--- config.mk ---
export PLATFORM = sky130hd
export DESIGN_NAME = btc_ctrl
export DESIGN_NICKNAME = d
export VERILOG_FILES = /design/src/hw/rtl/btc_pkg.sv /design/src/hw/rtl/btc_ctrl.sv
export SDC_FILE = /design/constraint.sdc
export NUM_CORES = 1
export LEC_CHECK = 0
export ABC_AREA = 1
export BUFFER_PORTS_ARGS = -buffer_cell sky130_fd_sc_hd__clkbuf_2
export CELL_PAD_IN_SITES_DETAIL_PLACEMENT = 0
export CELL_PAD_IN_SITES_GLOBAL_PLACEMENT = 1
export CORE_AREA = 5 5 42 44
export DETAILED_ROUTE_END_ITERATION = 10
export DIE_AREA = 0 0 47 49
export GPL_ROUTABILITY_DRIVEN = 1
export PLACE_DENSITY = 0.49
export SYNTH_ARGS = -nofsm -noshare
export SYNTH_HDL_FRONTEND = slang
export SYNTH_SLANG_ARGS = --single-unit
--- constraint.sdc ---
create_clock -name clk_i -period 1.77 [get_ports clk_i]
set_input_delay 0.2655 -clock clk_i [delete_from_list [all_inputs] [get_ports clk_i]]
set_output_delay 0.2655 -clock clk_i [all_outputs]
set_load 0.02 [all_outputs]
--- src/hw/rtl/btc_pkg.sv ---
// Block type cache package: sizes, cache row layout, controller/datapath
// command and status structs. No dependencies.
package btc_pkg;

  localparam int NUM_SETS = 1023;
  localparam int NUM_WAYS = 3;
  localparam int TAG_W    = 32;
  localparam int TYPE_W   = 8;
  localparam int SET_W    = (NUM_SETS > 1) ? $clog2(NUM_SETS) : 1;
  localparam int WAY_W    = (NUM_WAYS > 1) ? $clog2(NUM_WAYS) : 1;

  // floor(2^32 / NUM_SETS); block numbers are below 2^31 so the quotient
  // estimate is short by at most one.
  localparam int RECIP_W = 33;
  localparam logic [RECIP_W-1:0] RECIP = RECIP_W'((64'd1 << 32) / NUM_SETS);

  typedef logic [SET_W-1:0] set_t;
  typedef logic [WAY_W-1:0] way_t;

  typedef struct packed {
    logic [NUM_WAYS-1:0][TAG_W-1:0]  tags;
    logic [NUM_WAYS-1:0][TYPE_W-1:0] types;
    way_t                            ptr;
  } row_t;

  typedef struct packed {
    logic clear_wr;
    logic capture;
    logic mul_recip;
    logic mul_sets;
    logic reduce;
    logic read;
    logic commit;
  } cmd_t;

  typedef struct packed {
    logic clear_last;
    logic out_full;
  } sts_t;

endpackage

--- src/hw/rtl/btc_ctrl.sv ---
// Block type cache controller: reset clear sweep and per-request sequencing.
// Depends on btc_pkg.
module btc_ctrl import btc_pkg::*; (
  input  logic clk_i,
  input  logic rst_ni,
  input  logic req_valid_i,
  output logic req_ready_o,
  input  sts_t sts_i,
  output cmd_t cmd_o
);

  localparam logic [2:0] StClear  = 3'd0;
  localparam logic [2:0] StIdle   = 3'd1;
  localparam logic [2:0] StRecip  = 3'd2;
  localparam logic [2:0] StSets   = 3'd3;
  localparam logic [2:0] StReduce = 3'd4;
  localparam logic [2:0] StRead   = 3'd5;
  localparam logic [2:0] StResp   = 3'd6;

  logic [2:0] state_q, state_d;

  always_ff @(posedge clk_i or negedge rst_ni) begin
    if (!rst_ni) begin
      state_q <= StClear;
    end else begin
      state_q <= state_d;
    end
  end

  always_comb begin
    state_d     = state_q;
    cmd_o       = '0;
    req_ready_o = 1'b0;
    case (state_q)
      StClear: begin
        cmd_o.clear_wr = 1'b1;
        if (sts_i.clear_last) state_d = StIdle;
      end
      StIdle: begin
        req_ready_o = 1'b1;
        if (req_valid_i) begin
          cmd_o.capture = 1'b1;
          state_d       = StRecip;
        end
      end
      StRecip: begin
        cmd_o.mul_recip = 1'b1;
        state_d         = StSets;
      end
      StSets: begin
        cmd_o.mul_sets = 1'b1;
        state_d        = StReduce;
      end
      StReduce: begin
        cmd_o.reduce = 1'b1;
        state_d      = StRead;
      end
      StRead: begin
        cmd_o.read = 1'b1;
        state_d    = StResp;
      end
      StResp: begin
        if (!sts_i.out_full) begin
          cmd_o.commit = 1'b1;
          state_d      = StIdle;
        end
      end
      default: state_d = StClear;
    endcase
  end

endmodule

==> impl_results.md <==
- Maximum net fanout on the critical path: 6
- Ant. Diodes: 0
- CTS tree: built
- Clock network latency to the later pin of the worst-skew pair: 0.23 ns
- Number of distinct standard cells referenced by the synthesized netlist: 12
- Area after DPL: 285.3 um2
- Area of the multi-input gates: 103.9 um2
- Portion of the post-synthesis area used by sequential elements: 0.3659
- Ratio of cells with drive above 1 in the final layout: 0.3830
- Total Neg Setup Slack: 0 ns
- Area enclosed by the die boundary: 2303 um2
- Number of rows in the core area: 14
- Number of remaining DRC errors: 0
- Critical register-to-register path startpoint: state_q[0]
- Cell at the slowest stage of the critical path: sky130_fd_sc_hd__dfrtp_1
- Fraction of the cycle the final worst path needs: 0.8733
- Top register by number of flip-flops: state_q
- Largest register FFs: 3
- Setup WS pre-CTS: 0.4502 ns
- Design Area, Final: 321.6 um2
- Shortest period the worst path allows: 1.546 ns
- Worst r2r path cells: 4
- GRT Overall Usage: 0.05708
- Layout Skew: 0.004680 ns
- Setup slack of the critical path after layout: 0.2243 ns
- Number of standard cells after synthesis: 30
- Drt total wl: 565 um
- Floorplan die width: 47 um
- Min-Delay Path Class: primary input to asynchronous set/reset pin
- Registers with the most flip-flops: state_q: 3 flops
- Port-buffer cells: 12
- Floorplan die height: 49 um
- Growth of design area from synthesis to finish: 56.71%
- Clock transition time at the flip-flop clock pins of the worst setup and hold paths: 0.04 ns
- Slowest Stage Delay on Critical Path: 0.43 ns
- Netlist area before placement: 205.2 um2
- Critical Path RT: 1.50 ns
- Clock tree root driver cell: sky130_fd_sc_hd__clkbuf_4
- Most common cell after layout, fill and taps aside: sky130_fd_sc_hd__clkbuf_2
- Filler cell count: 178
- Total area of sequential cells: 75.07 um2
- Pins over their slew limit: 0
- Flops & latches, synth: 3
- Post-Syn Nets: 35
- Number of levels the H-tree was split into: 1
- Worst Setup Start Kind: flip-flop
- Power density normalized to cell area: 1962 nW/um2
- Crit path arrival time: 1.28 ns
- Overall overflow remaining after global route: 0
- Number of buffers on the longest clock path: 2
- Clock net sink count: 3
- Starting density of the core: 0.1464
- Setup-failing EPs final: 0
- Source of the critical timing path: state_q[1]
- Status: completed
- Global-route wire length before repair: 979 um
- Boundary Pins: 13
- Synth warn: 0
- Pin count of the biggest net entering global routing: 8
- RSZ-0062 raised after global routing: no
- Layout net count: 53
- Max-Slew Margin vs Limit: 0.8306
- Worst setup EP type: output port
- Ordered list of cells on the worst path: inv_1 -> nand2_1 -> nor3_1 -> clkbuf_2
- Iteration-0 DRC Markers: 5
- Hold Vio Cnt, Final: 0
- Post-synthesis area per instance: 6.840 um2
- Drt pass-1 iters: 2
- Number of nets with antenna violations after routing: 0
- Crit Path Class: flip-flop to output port
- TritonCTS buffer count: 3
- Routed length per placed instance: 8.968 um
- Leakage: 0.1904 nW
- Number of setup buffers added after CTS: 0
- Number of antenna violations at the first check in global routing: 0
- Max VDD drop: 0.6273 mV
- Placer congestion estimate: 0.6155
- Most frequent cells in the layout: 12 x sky130_fd_sc_hd__clkbuf_2, 6 x sky130_fd_sc_hd__inv_1, 5 x sky130_fd_sc_hd__nand2_1
- Maximum clock frequency: 646.9 MHz
- Via density per instance: 3.952
- Core region area: 1401 um2
- Tightest Pin Transition: 0.2518 ns
- Flop-to-flop setup slack: 0.72 ns
- Max capacitance violation total: 0
- Vias in the first global route: 261
- Via count: 249
-- timing repair --
| item | 4_1_cts | 5_1_grt |
|---|---|---|
| hold buffers | 1 | 0 |
| setup endpoints to repair | 0 | 0 |
| hold endpoints to repair | 3 | 0 |
| gates resized for setup | 0 | 0 |
-- synthesized netlist by cell type --
master                    instances  area share
sky130_fd_sc_hd__nor2_1           3       0.055
sky130_fd_sc_hd__inv_2            1       0.018
sky130_fd_sc_hd__nor3_2           1       0.049
sky130_fd_sc_hd__o21ai_2          1       0.043
sky130_fd_sc_hd__dfrtp_1          3        0.37
sky130_fd_sc_hd__nor4_1           1       0.031
sky130_fd_sc_hd__nand3_1          2       0.049
sky130_fd_sc_hd__nor3_1           3       0.073
sky130_fd_sc_hd__inv_1            6        0.11
sky130_fd_sc_hd__nand2_1          5       0.091
sky130_fd_sc_hd__a21oi_1          1       0.024
sky130_fd_sc_hd__nand4_1          3       0.091
-- area by class of cell --
cell class                      count  share of cell area
Timing Repair Buffer               13              0.2179
Multi-Input combinational cell     20              0.3230
Clock buffer                        4             0.08171
Inverter                            7             0.08171
Tap cell                           16             0.06226
Sequential cell                     3              0.2335
-- where the power goes --
group	switching (mW)	leakage [nW]	total [mW]	internal, mW
Combinational	0.233	0.138	0.351	0.118
Clock	0.0336	0.0150	0.118	0.0843
Sequential	0.0589	0.0369	0.162	0.103
-- through the flow --
step,cells,total power [mW],util,hold WS (ns)
6_report,63,0.6310,0.2295,0.3647
5_1_grt,63,0.7015,0.2295,0.3955
4_1_cts,63,0.6471,0.2295,0.3621
3_5_place_dp,58,0.5199,0.2036,0.06671
3_3_place_gp,58,0.5304,0.2036,0.06462
2_1_floorplan,30,0.4101,-,-0.03009
-- final timing paths --
check	to
min reg2reg	state_q[2]
max in group asynchronous	state_q[1]
min	state_q[2]
max reg2reg	state_q[0]
min in group clk_i	state_q[1]
max	cmd_o[5]
-- worst max-delay path: cells and delay by family, from the launching register on --
kind / cells / cell delay, ns
buffers and inverters: 2 / 0.35
DFF: 1 / 0.43
and+or+nand+nor: 2 / 0.27
-- layer usage --
layer / vias up / global-route usage / part of all wire
met5: - / 0 / 0
met4: 0 / 0.01382 / 0
met3: 0 / 0.03690 / 0.053
met2: 7 / 0.08597 / 0.51
met1: 109 / 0.06608 / 0.44
li1: 133 / - / -
-- kinds of logic after synthesis --
group	share of synthesized area
buffers and inverters	0.1280
and+or+nand+nor	0.4390
DFF	0.3658
AOI/OAI and AO/OA	0.06706
Note: power is estimated with default switching activity, not from simulation.
